===== config.mk =====
export PLATFORM = sky130hd
export DESIGN_NAME = loop_sense_relay_sequencer_flat
export DESIGN_NICKNAME = d
export VERILOG_FILES = /design/src/hw/rtl/lsrs_pkg.sv /design/src/hw/rtl/lsrs_in_if.sv /design/src/hw/rtl/lsrs_out_if.sv /design/src/hw/rtl/lsrs_cfg_regs.sv /design/src/hw/rtl/loop_sense_relay_sequencer.sv /design/src/flat_wrapper.sv
export SDC_FILE = /design/constraint.sdc
export NUM_CORES = 1
export LEC_CHECK = 0
export BUFFER_PORTS_ARGS = -buffer_cell sky130_fd_sc_hd__buf_2
export CORE_MARGIN = 3
export CORE_UTILIZATION = 65
export DETAILED_ROUTE_END_ITERATION = 8
export GPL_TIMING_DRIVEN = 0
export HOLD_SLACK_MARGIN = 0.05
export PLACE_DENSITY = 0.82
export REMOVE_ABC_BUFFERS = 1
export SLEW_MARGIN = 20
export SYNTH_ARGS = -nofsm -noshare
export SYNTH_HDL_FRONTEND = slang
export SYNTH_SLANG_ARGS = --single-unit

===== constraint.sdc =====
create_clock -name clk_i -period 7.1 [get_ports clk_i]
set_input_delay 1.065 -clock clk_i [delete_from_list [all_inputs] [get_ports clk_i]]
set_output_delay 1.065 -clock clk_i [all_outputs]
set_load 0.01 [all_outputs]

===== src/hw/rtl/lsrs_pkg.sv =====
// ----------------------------------------------------------------------------
// lsrs_pkg
// Shared types and constants of the loop sense relay sequencer.
// ----------------------------------------------------------------------------
package lsrs_pkg;

  localparam int unsigned RawW     = 12;  // converter sample
  localparam int unsigned MvW      = 12;  // millivolt value
  localparam int unsigned TickW    = 16;
  localparam int unsigned AccW     = 18;
  localparam int unsigned SmpCntW  = 7;
  localparam int unsigned ShiftW   = 3;
  localparam int unsigned PhaseW   = 2;
  localparam int unsigned NumSlots = 4;

  // floor(raw * 804 / 1000) == (raw * MvMul) >> MvShift for every 12-bit raw
  localparam int unsigned MvShift  = 24;
  localparam logic [MvShift-1:0] MvMul = 24'd13488882;

  localparam logic [ShiftW-1:0] MaxShift = 3'd6;

  // APB register map
  localparam int unsigned CfgAddrW = 4;
  localparam int unsigned CfgDataW = 32;

  typedef enum logic [1:0] {
    RegRelayDelay   = 2'd0,
    RegSettlePeriod = 2'd1,
    RegAverageShift = 2'd2
  } reg_idx_e;

  typedef enum logic [PhaseW-1:0] {
    PhaseLine1 = 2'd0,
    PhaseAtten1 = 2'd1,
    PhaseLine2 = 2'd2,
    PhaseAtten2 = 2'd3
  } phase_e;

  typedef struct packed {
    logic [TickW-1:0]  relay_delay;
    logic [TickW-1:0]  settle_period;
    logic [ShiftW-1:0] average_shift;
  } cfg_t;

  typedef struct packed {
    logic [NumSlots-1:0] relays;   // bit i is the relay of phase i
    logic [PhaseW-1:0]   current_phase;
    logic                value_stored;
    logic [PhaseW-1:0]   stored_slot;
    logic [MvW-1:0]      new_millivolts;
    logic [MvW-1:0]      old_millivolts;
    logic                cycle_done;
  } res_t;

endpackage


===== src/hw/rtl/lsrs_in_if.sv =====
// ----------------------------------------------------------------------------
// lsrs_in_if
// Input channel: one item per tick, raw sample and done-flag clear.
// ----------------------------------------------------------------------------
interface lsrs_in_if import lsrs_pkg::*; ();

  logic            valid;
  logic            ready;
  logic [RawW-1:0] raw_sample;
  logic            clear_done;

  modport source (output valid, output raw_sample, output clear_done, input ready);
  modport sink   (input valid, input raw_sample, input clear_done, output ready);

endinterface


===== src/hw/rtl/lsrs_out_if.sv =====
// ----------------------------------------------------------------------------
// lsrs_out_if
// Result channel: relay drives, phase and measurement report per tick.
// ----------------------------------------------------------------------------
interface lsrs_out_if import lsrs_pkg::*; ();

  logic              valid;
  logic              ready;
  logic              relay_line1;
  logic              relay_atten1;
  logic              relay_line2;
  logic              relay_atten2;
  logic [PhaseW-1:0] current_phase;
  logic              value_stored;
  logic [PhaseW-1:0] stored_slot;
  logic [MvW-1:0]    new_millivolts;
  logic [MvW-1:0]    old_millivolts;
  logic              cycle_done;

  modport source (
    output valid, output relay_line1, output relay_atten1, output relay_line2,
    output relay_atten2, output current_phase, output value_stored,
    output stored_slot, output new_millivolts, output old_millivolts,
    output cycle_done, input ready
  );
  modport sink (
    input valid, input relay_line1, input relay_atten1, input relay_line2,
    input relay_atten2, input current_phase, input value_stored,
    input stored_slot, input new_millivolts, input old_millivolts,
    input cycle_done, output ready
  );

endinterface


===== src/hw/rtl/lsrs_cfg_regs.sv =====
// ----------------------------------------------------------------------------
// lsrs_cfg_regs
// APB register file: relay delay, settle period, average shift.
// ----------------------------------------------------------------------------
module lsrs_cfg_regs import lsrs_pkg::*; (
  input  logic                clk_i,
  input  logic                rst_ni,
  input  logic                psel,
  input  logic                penable,
  input  logic                pwrite,
  input  logic [CfgAddrW-1:0] paddr,
  input  logic [CfgDataW-1:0] pwdata,
  output logic [CfgDataW-1:0] prdata,
  output logic                pready,
  output cfg_t                cfg_o
);

  cfg_t     cfg_q;
  logic     wr_en;
  reg_idx_e idx;

  assign pready = 1'b1;
  assign wr_en  = psel & penable & pwrite;
  assign idx    = reg_idx_e'(paddr[CfgAddrW-1:2]);

  always_ff @(posedge clk_i or negedge rst_ni) begin
    if (!rst_ni) begin
      cfg_q.relay_delay   <= 16'd10;
      cfg_q.settle_period <= 16'd100;
      cfg_q.average_shift <= 3'd4;
    end else if (wr_en) begin
      case (idx)
        RegRelayDelay:   cfg_q.relay_delay   <= pwdata[TickW-1:0];
        RegSettlePeriod: cfg_q.settle_period <= pwdata[TickW-1:0];
        RegAverageShift: cfg_q.average_shift <= pwdata[ShiftW-1:0];
        default: ;  // unmapped, ignored
      endcase
    end
  end

  always_comb begin
    case (idx)
      RegRelayDelay:   prdata = {{(CfgDataW-TickW){1'b0}}, cfg_q.relay_delay};
      RegSettlePeriod: prdata = {{(CfgDataW-TickW){1'b0}}, cfg_q.settle_period};
      RegAverageShift: prdata = {{(CfgDataW-ShiftW){1'b0}}, cfg_q.average_shift};
      default:         prdata = '0;
    endcase
  end

  assign cfg_o = cfg_q;

endmodule


===== src/hw/rtl/loop_sense_relay_sequencer.sv =====
// ----------------------------------------------------------------------------
// loop_sense_relay_sequencer
// Four-phase loop measurement sequencer: relay timing, sample averaging,
// new/old value store per slot, sticky done flag.
// ----------------------------------------------------------------------------
//
//  channel   dir  handshake       payload
//  --------  ---  --------------  -------------------------------------------
//  in_if     in   valid / ready   raw_sample[11:0], clear_done
//  out_if    out  valid / ready   relays x4, current_phase, value_stored,
//                                 stored_slot, new/old_millivolts, cycle_done
//  apb       in   psel/penable    relay_delay, settle_period, average_shift
//
//  Each item passes the input register (sample scaled to mV there), then
//  state update and result register. One item per cycle sustained while
//  the result side is ready. The tick/accumulator state loop closes
//  through its own registers. Reset clears all state, stored values and
//  both pipeline valid bits. A stalled result holds; the input register
//  keeps filling as long as the result register can drain in the same cycle.
// ----------------------------------------------------------------------------
module loop_sense_relay_sequencer import lsrs_pkg::*; (
  input  logic                clk_i,
  input  logic                rst_ni,
  lsrs_in_if.sink             in_if,
  lsrs_out_if.source          out_if,
  input  logic                psel,
  input  logic                penable,
  input  logic                pwrite,
  input  logic [CfgAddrW-1:0] paddr,
  input  logic [CfgDataW-1:0] pwdata,
  output logic [CfgDataW-1:0] prdata,
  output logic                pready
);

  cfg_t cfg;

  lsrs_cfg_regs u_cfg (
    .clk_i   (clk_i),
    .rst_ni  (rst_ni),
    .psel    (psel),
    .penable (penable),
    .pwrite  (pwrite),
    .paddr   (paddr),
    .pwdata  (pwdata),
    .prdata  (prdata),
    .pready  (pready),
    .cfg_o   (cfg)
  );

  // --- handshake -------------------------------------------------------------
  logic s1_valid_q, out_valid_q;
  logic out_free, s1_adv, in_fire;

  assign out_free     = ~out_valid_q | out_if.ready;
  assign s1_adv       = s1_valid_q & out_free;      // item moves to result reg
  assign in_if.ready  = ~s1_valid_q | out_free;
  assign in_fire      = in_if.valid & in_if.ready;

  // --- input stage: millivolt scaling ---------------------------------------
  logic [RawW+MvShift-1:0] mv_prod;
  logic [MvW-1:0]          s1_mv_q;
  logic                    s1_clr_q;

  assign mv_prod = {{MvShift{1'b0}}, in_if.raw_sample} * {{RawW{1'b0}}, MvMul};

  always_ff @(posedge clk_i or negedge rst_ni) begin
    if (!rst_ni) s1_valid_q <= 1'b0;
    else if (in_fire) s1_valid_q <= 1'b1;
    else if (s1_adv)  s1_valid_q <= 1'b0;
  end

  always_ff @(posedge clk_i) begin
    if (in_fire) begin
      s1_mv_q  <= mv_prod[RawW+MvShift-1:MvShift];
      s1_clr_q <= in_if.clear_done;
    end
  end

  // --- sequencer state -------------------------------------------------------
  logic [TickW-1:0]    tick_q, tick_d;
  logic [PhaseW-1:0]   phase_q, phase_d;
  logic [AccW-1:0]     acc_q, acc_d;
  logic [SmpCntW-1:0]  smp_q, smp_d;
  logic [NumSlots-1:0] relay_q, relay_d;
  logic                done_q, done_d;
  logic [MvW-1:0]      new_mv_q [NumSlots];

  logic [TickW-1:0]    tick_inc;
  logic [AccW-1:0]     acc_sum;
  logic [SmpCntW-1:0]  smp_inc;
  logic [ShiftW-1:0]   shift;
  logic [SmpCntW-1:0]  smp_target;
  logic [AccW-1:0]     acc_shr;
  logic [MvW-1:0]      avg;
  logic                accum, store;
  logic [NumSlots-1:0] phase_bit;
  res_t                res_d, out_q;

  always_comb begin
    // average_shift 7 saturates to 6
    shift      = (cfg.average_shift > MaxShift) ? MaxShift : cfg.average_shift;
    smp_target = SmpCntW'(1) << shift;
    phase_bit  = NumSlots'(1) << phase_q;

    tick_inc = tick_q + TickW'(1);
    acc_sum  = acc_q + AccW'(s1_mv_q);
    smp_inc  = smp_q + SmpCntW'(1);
    acc_shr  = acc_sum >> shift;
    avg      = acc_shr[MvW-1:0];

    accum = (tick_inc >= cfg.settle_period);
    store = accum & (smp_inc == smp_target);

    // relay pulls in at the delay count; dropped again when the slot is done
    relay_d = relay_q;
    if (tick_inc == cfg.relay_delay) relay_d = relay_d | phase_bit;
    if (store) relay_d = relay_d & ~phase_bit;

    tick_d  = store ? '0 : tick_inc;
    acc_d   = store ? '0 : (accum ? acc_sum : acc_q);
    smp_d   = store ? '0 : (accum ? smp_inc : smp_q);
    phase_d = store ? phase_q + PhaseW'(1) : phase_q;

    // clear goes first, so completing atten2 in the same tick still sets it
    done_d  = (s1_clr_q ? 1'b0 : done_q) | (store & (phase_q == PhaseAtten2));

    // the slot's old value is its new value before this store
    res_d.relays         = relay_d;
    res_d.current_phase  = phase_d;
    res_d.value_stored   = store;
    res_d.stored_slot    = store ? phase_q : '0;
    res_d.new_millivolts = store ? avg : '0;
    res_d.old_millivolts = store ? new_mv_q[phase_q] : '0;
    res_d.cycle_done     = done_d;
  end

  always_ff @(posedge clk_i or negedge rst_ni) begin
    if (!rst_ni) begin
      tick_q  <= '0;
      phase_q <= PhaseLine1;
      acc_q   <= '0;
      smp_q   <= '0;
      relay_q <= '0;
      done_q  <= 1'b0;
      for (int i = 0; i < NumSlots; i++) begin
        new_mv_q[i] <= '0;
      end
    end else if (s1_adv) begin
      tick_q  <= tick_d;
      phase_q <= phase_d;
      acc_q   <= acc_d;
      smp_q   <= smp_d;
      relay_q <= relay_d;
      done_q  <= done_d;
      if (store) begin
        new_mv_q[phase_q] <= avg;
      end
    end
  end

  // --- result register -------------------------------------------------------
  always_ff @(posedge clk_i or negedge rst_ni) begin
    if (!rst_ni) out_valid_q <= 1'b0;
    else if (s1_adv)  out_valid_q <= 1'b1;
    else if (out_if.ready) out_valid_q <= 1'b0;
  end

  always_ff @(posedge clk_i) begin
    if (s1_adv) out_q <= res_d;
  end

  assign out_if.valid          = out_valid_q;
  assign out_if.relay_line1    = out_q.relays[PhaseLine1];
  assign out_if.relay_atten1   = out_q.relays[PhaseAtten1];
  assign out_if.relay_line2    = out_q.relays[PhaseLine2];
  assign out_if.relay_atten2   = out_q.relays[PhaseAtten2];
  assign out_if.current_phase  = out_q.current_phase;
  assign out_if.value_stored   = out_q.value_stored;
  assign out_if.stored_slot    = out_q.stored_slot;
  assign out_if.new_millivolts = out_q.new_millivolts;
  assign out_if.old_millivolts = out_q.old_millivolts;
  assign out_if.cycle_done     = out_q.cycle_done;

  // --- assertions ------------------------------------------------------------
  // only the current phase's relay can ever be pulled in
  a_relay_onehot0: assert property (@(posedge clk_i) disable iff (!rst_ni)
    $onehot0(relay_q))
    else $error("more than one relay on");

  // a finished slot reports its relay already dropped
  a_stored_relay_off: assert property (@(posedge clk_i) disable iff (!rst_ni)
    (out_valid_q && out_q.value_stored) |-> (out_q.relays[out_q.stored_slot] == 1'b0))
    else $error("relay still on after its measurement");

  // completing a measurement advances to the next phase
  a_stored_phase_adv: assert property (@(posedge clk_i) disable iff (!rst_ni)
    (out_valid_q && out_q.value_stored) |->
      (out_q.current_phase == PhaseW'(out_q.stored_slot + PhaseW'(1))))
    else $error("phase did not advance after store");

  // no measurement, report fields are zero
  a_idle_fields_zero: assert property (@(posedge clk_i) disable iff (!rst_ni)
    (out_valid_q && !out_q.value_stored) |->
      (out_q.stored_slot == '0 && out_q.new_millivolts == '0 &&
       out_q.old_millivolts == '0))
    else $error("report fields set without a measurement");

endmodule


===== src/flat_wrapper.sv =====
// flat-port wrapper written by rule: the top's interface ports become plain ports
module loop_sense_relay_sequencer_flat import lsrs_pkg::*;
  (clk_i, rst_ni, psel, penable, pwrite, paddr, pwdata, prdata, pready, in_if_valid, in_if_raw_sample, in_if_clear_done, in_if_ready, out_if_valid, out_if_relay_line1, out_if_relay_atten1, out_if_relay_line2, out_if_relay_atten2, out_if_current_phase, out_if_value_stored, out_if_stored_slot, out_if_new_millivolts, out_if_old_millivolts, out_if_cycle_done, out_if_ready);
  lsrs_in_if in_if_i ();
  lsrs_out_if out_if_i ();
  input  logic clk_i;
  input  logic rst_ni;
  input  logic psel;
  input  logic penable;
  input  logic pwrite;
  input  logic [CfgAddrW-1:0] paddr;
  input  logic [CfgDataW-1:0] pwdata;
  output logic [CfgDataW-1:0] prdata;
  output logic pready;
  input wire logic [$bits(in_if_i.valid)-1:0] in_if_valid;
  input wire logic [$bits(in_if_i.raw_sample)-1:0] in_if_raw_sample;
  input wire logic [$bits(in_if_i.clear_done)-1:0] in_if_clear_done;
  output wire logic [$bits(in_if_i.ready)-1:0] in_if_ready;
  output wire logic [$bits(out_if_i.valid)-1:0] out_if_valid;
  output wire logic [$bits(out_if_i.relay_line1)-1:0] out_if_relay_line1;
  output wire logic [$bits(out_if_i.relay_atten1)-1:0] out_if_relay_atten1;
  output wire logic [$bits(out_if_i.relay_line2)-1:0] out_if_relay_line2;
  output wire logic [$bits(out_if_i.relay_atten2)-1:0] out_if_relay_atten2;
  output wire logic [$bits(out_if_i.current_phase)-1:0] out_if_current_phase;
  output wire logic [$bits(out_if_i.value_stored)-1:0] out_if_value_stored;
  output wire logic [$bits(out_if_i.stored_slot)-1:0] out_if_stored_slot;
  output wire logic [$bits(out_if_i.new_millivolts)-1:0] out_if_new_millivolts;
  output wire logic [$bits(out_if_i.old_millivolts)-1:0] out_if_old_millivolts;
  output wire logic [$bits(out_if_i.cycle_done)-1:0] out_if_cycle_done;
  input wire logic [$bits(out_if_i.ready)-1:0] out_if_ready;
  assign in_if_i.valid = in_if_valid;
  assign in_if_i.raw_sample = in_if_raw_sample;
  assign in_if_i.clear_done = in_if_clear_done;
  assign in_if_ready = in_if_i.ready;
  assign out_if_valid = out_if_i.valid;
  assign out_if_relay_line1 = out_if_i.relay_line1;
  assign out_if_relay_atten1 = out_if_i.relay_atten1;
  assign out_if_relay_line2 = out_if_i.relay_line2;
  assign out_if_relay_atten2 = out_if_i.relay_atten2;
  assign out_if_current_phase = out_if_i.current_phase;
  assign out_if_value_stored = out_if_i.value_stored;
  assign out_if_stored_slot = out_if_i.stored_slot;
  assign out_if_new_millivolts = out_if_i.new_millivolts;
  assign out_if_old_millivolts = out_if_i.old_millivolts;
  assign out_if_cycle_done = out_if_i.cycle_done;
  assign out_if_i.ready = out_if_ready;
  loop_sense_relay_sequencer u_core (.clk_i(clk_i), .rst_ni(rst_ni), .in_if(in_if_i), .out_if(out_if_i), .psel(psel), .penable(penable), .pwrite(pwrite), .paddr(paddr), .pwdata(pwdata), .prdata(prdata), .pready(pready));
endmodule

==> impl_results.md <==
- Synth async-reset ratio: 73.9%
- Cell area after placement: 0.0154 mm²
- Sequential cell area in the final layout: 0.00475 mm²
- Hpwl dp: approximately 26000 µm
- Clock latency on the worst-skew pair: ~0.45 ns
- Initial DRT Pass Iterations: 6
- Vias in the first global route: 11200
- Layout-stage area growth over the synthesis result: 8.46%
- Maximum clock insertion buffer count: 2
- Maximum number of pins on one net before global-route repair: 99
- Critical path start-end classification: input pin to flip-flop
- CP Buf/Inv Count: 5
- Final Net Count: about 1800
- Final weighted congestion of routability-driven global placement: around 0.98
- Global-route wire length before repair: around 57000 µm
- GR met2 Demand/Resource: between 40% and 50%
- Register clock-pin slew on the reported worst setup and hold paths: 0.09 ns
- Maximum capacitance violations: 0
- Final Max Slew Viols: 0
- Reg2Reg Capture Point: u_core.new_mv_q[0]
- Crit path time final: 5.82 ns
- Critical Path Fanout Max: 8
- Cts hold-fix bufs: 0
- Power share of the clock group: between 10% and 20%
- Count of cells along the worst register-to-register path: 13
- Maximum ir drop on the vdd rail: ~0.25 mV
- Origin of the worst setup path: in_if_raw_sample[5]
- Die X: approximately 160 µm
- Setup repair after global routing missed its margin: false
- Endpoint of the worst setup timing path: u_core.s1_mv_q[6]
- RR Startpoint: u_core.tick_q[0]
- Top FF cell, synth: dfrtp_1
- Total negative setup slack: 0 ns
- Register-to-Register Setup Slack: ~2.1 ns
- Transition time of the tightest slew-check pin: just over 1 ns
- WL final: approximately 35000 µm
- Sequential area share after synthesis: 32.1%
- Clock buffers created by TritonCTS: 17
- Cell-by-cell listing of the critical path: buf_2 -> ha_1 -> inv_1 -> fa_1 -> inv_1 -> fa_1 -> fa_1 -> inv_1 -> fa_1 -> inv_1 -> ha_1 -> nand4_1 -> nor2_1 -> nand4b_1 -> o211ai_1 -> and2_1 -> o21ai_0 -> a21oi_1 -> xor2_1
- Number of buffers inserted by port buffering: about 90
- Fin crit share: approximately four fifths
- Area of the multi-input gates: about 0.009 mm²
- Count of yosys warnings during synthesis: 0
- Ratio of routed vias to standard cells: 6.25
- Req. time, crit path: 7.29 ns
- Starting density of the core: around two thirds
- Synthesized instance count: ~1400
- Pleak: around 8 nW
- I/O Pins: approximately 130
- Met1 demand-to-capacity share in global routing: between 30% and 40%
- Synth Area per Inst: slightly above 10 µm²
- Largest incremental delay on the critical path: about 0.55 ns
- Overall die height: ~160 µm
- Final global-route overflow total: 0
- Total internal power: a little over 3 mW
- Count of vias placed by the detailed router: 11200
- Total chip power: about 5.6 mW
- Layout cell share with drive strength beyond 1: roughly 16%
- Sw power: approximately 2.5 mW
- Overall track demand over capacity in global routing: slightly below 30%
- Post-cts gate resize count: 0
- Cell at the root of the clock tree: clkbuf_16
- Number of logic stages on the critical path including buffering: 19
- Area of the placeable core: approximately 0.022 mm²
- Top Family by Delay on Critical Path: adder cells
- Final non-filler cell area: 0.0160 mm²
- Fill cells: approximately 1500
- CTS tree: built
- Cell Pwr Density: between 300 and 400 mW/mm²
- Number of synthesized flops with an enable pin: 47
- Relative contribution of sequential cells to total power: around 25%
- Class of the worst hold path: input pin to asynchronous set/reset pin
- Clock skew after layout: about 0.016 ns
- Startpoint types: input pin
- Synthesized area: between 0.01 and 0.015 mm²
- Max-Slew Margin vs Limit: roughly 30%
- Sinks on Clock Net: 180
- CP arrival: 6.01 ns
- FMAX: between 0.15 and 0.2 GHz
- Final Hold Fails: 0
- Switching part of the total: a little under half
- Met3 GRT Util: 4.67%
- Setup Fix Bufs, Post-CTS: 0
- Cell with the largest stage delay on the worst path: fa_1
- Worst Setup End Kind: flip-flop
- Deepest level of the CTS H-tree: 4
- Flip-flop and latch count after synthesis: between 150 and 200
- Initial antenna violation count: 1
- Outcome: complete, no violations
- Post-detailed-route wirelength per cell: about 19 µm
- Unique cell type count in the Yosys netlist: 86
- Starting DRT DRC Count: slightly below 900
- Setup violation total in the final timing report: 0
- Logic gate share of total power: a little under three fifths
- Full die area: 0.0246 mm²
- Cell row count: between 50 and 60
- Drt drc: 0
- GRT busiest layer: met2
- Post-route ant nets: 0
cell usage in the layout, fill, tap and decap left out, types with 16 or more instances in the layout:
cell / netlist / final
a21o_1: 20 / 20
a21oi_1: 63 / 63
and2_1: 16 / 16
and3_1: 24 / 24
buf_2: 10 / 88
clkbuf_16: 0 / 17
conb_1: 2 / 17
dfrtp_1: 127 / 127
edfxtp_1: 47 / 47
fa_1: 96 / 96
ha_1: 129 / 129
inv_1: 192 / 192
mux2_2: 58 / 58
mux2i_1: 21 / 21
nand2_1: 100 / 100
nand3_1: 24 / 24
nor2_1: 60 / 60
o21ai_0: 78 / 77
xnor2_1: 31 / 31
xor2_1: 20 / 20
cell type report:
type                       instances  area share (%)
tap                              280            2.19
inverter                         194            4.55
timing repair buffer              96            3.40
multi-input combinational       1011            56.3
antenna                            1          0.0156
sequential                       180            29.6
clock inverter                    15            1.31
clock buffer                      17            2.66
power by group through the flow:
stage | logic, mW | clock network [mW] | registers, mW
floorplan | 2.38 | 0 | 1.38
global placement | 3.03 | 0 | 1.40
detailed placement | 3.14 | 0 | 1.41
CTS | 3.18 | 1.00 | 1.39
global route | 3.62 | 1.04 | 1.41
finish | 3.20 | 0.995 | 1.39
metrics by stage:
stage / hold WS (ns) / util (%) / instances / setup WS (ns)
after floorplan: 0.445 / - / 1385 / 1.52
after global placement: 0.458 / 69.1 / 1754 / 0.638
after detailed placement: 0.481 / 69.6 / 1761 / 0.888
after CTS: 0.484 / 72.5 / 1793 / 1.34
after global routing: 0.500 / 72.5 / 1794 / 1.01
final: 0.478 / 72.5 / 1794 / 1.28
cells in the mapped netlist, types with 19 or more instances:
cell	n	area share, %
inv_1	192	4.9
ha_1	129	11
dfrtp_1	127	22
nand2_1	100	2.5
fa_1	96	13
o21ai_0	78	2.6
a21oi_1	63	2.1
nor2_1	60	1.5
mux2_2	58	4.4
edfxtp_1	47	9.6
clkbuf_1	31	0.79
xnor2_1	31	1.8
and3_1	24	1.0
nand3_1	24	0.81
mux2i_1	21	1.4
a21o_1	20	1.0
xor2_1	20	1.2
buf_4	19	0.97
routing by layer:
layer	share of wire, %	wire length (µm)	vias to the layer above
li1	-	-	5111
met2	49	17200	439
met5	0	0	-
met4	3.0	1040	0
met1	42	14500	5574
met3	6.0	2070	86
how the worst min path moves through the flow:
stage / from / end / slack (ns) / cells past startpoint
after global routing: rst_ni / u_core.new_mv_q[33] / 0.50 / 1
after detailed placement: u_core.new_mv_q[2] / u_core.new_mv_q[2] / 0.48 / 1
after global placement: u_core.done_q / u_core.done_q / 0.46 / 2
after CTS: rst_ni / u_core.new_mv_q[33] / 0.48 / 1
final: rst_ni / u_core.new_mv_q[33] / 0.48 / 1
after floorplan: u_core.done_q / u_core.done_q / 0.45 / 2
sequential cells by signal, indices dropped and copies added, names as in the netlist, 2 cells and up:
register / flops
u_core.tick_q: 16
u_core.out_if.current_phase: 2
u_core.u_cfg.cfg_o: 35
u_core.acc_q: 18
u_core.out_if.old_millivolts: 12
u_core.out_if.stored_slot: 2
u_core.phase_q: 2
u_core.relay_q: 4
u_core.out_if.new_millivolts: 12
u_core.smp_q: 7
u_core.s1_mv_q: 12
u_core.new_mv_q: 48
logic make-up (layout without fill, tap and decap cells):
family | after synthesis | in the layout | share of synthesized area, %
flip-flops | 180 | 180 | 32.1
AND/OR/NAND/NOR | 316 | 316 | 11.2
AO/OA/AOI/OAI | 296 | 296 | 13.2
other | 2 | 18 | 0.0508
multiplexers | 104 | 104 | 8.74
XOR/XNOR | 53 | 53 | 3.35
adder cells (fa/ha/maj) | 225 | 225 | 23.9
buffers and inverters | 263 | 322 | 7.37
(Power assumes the default switching activity.)
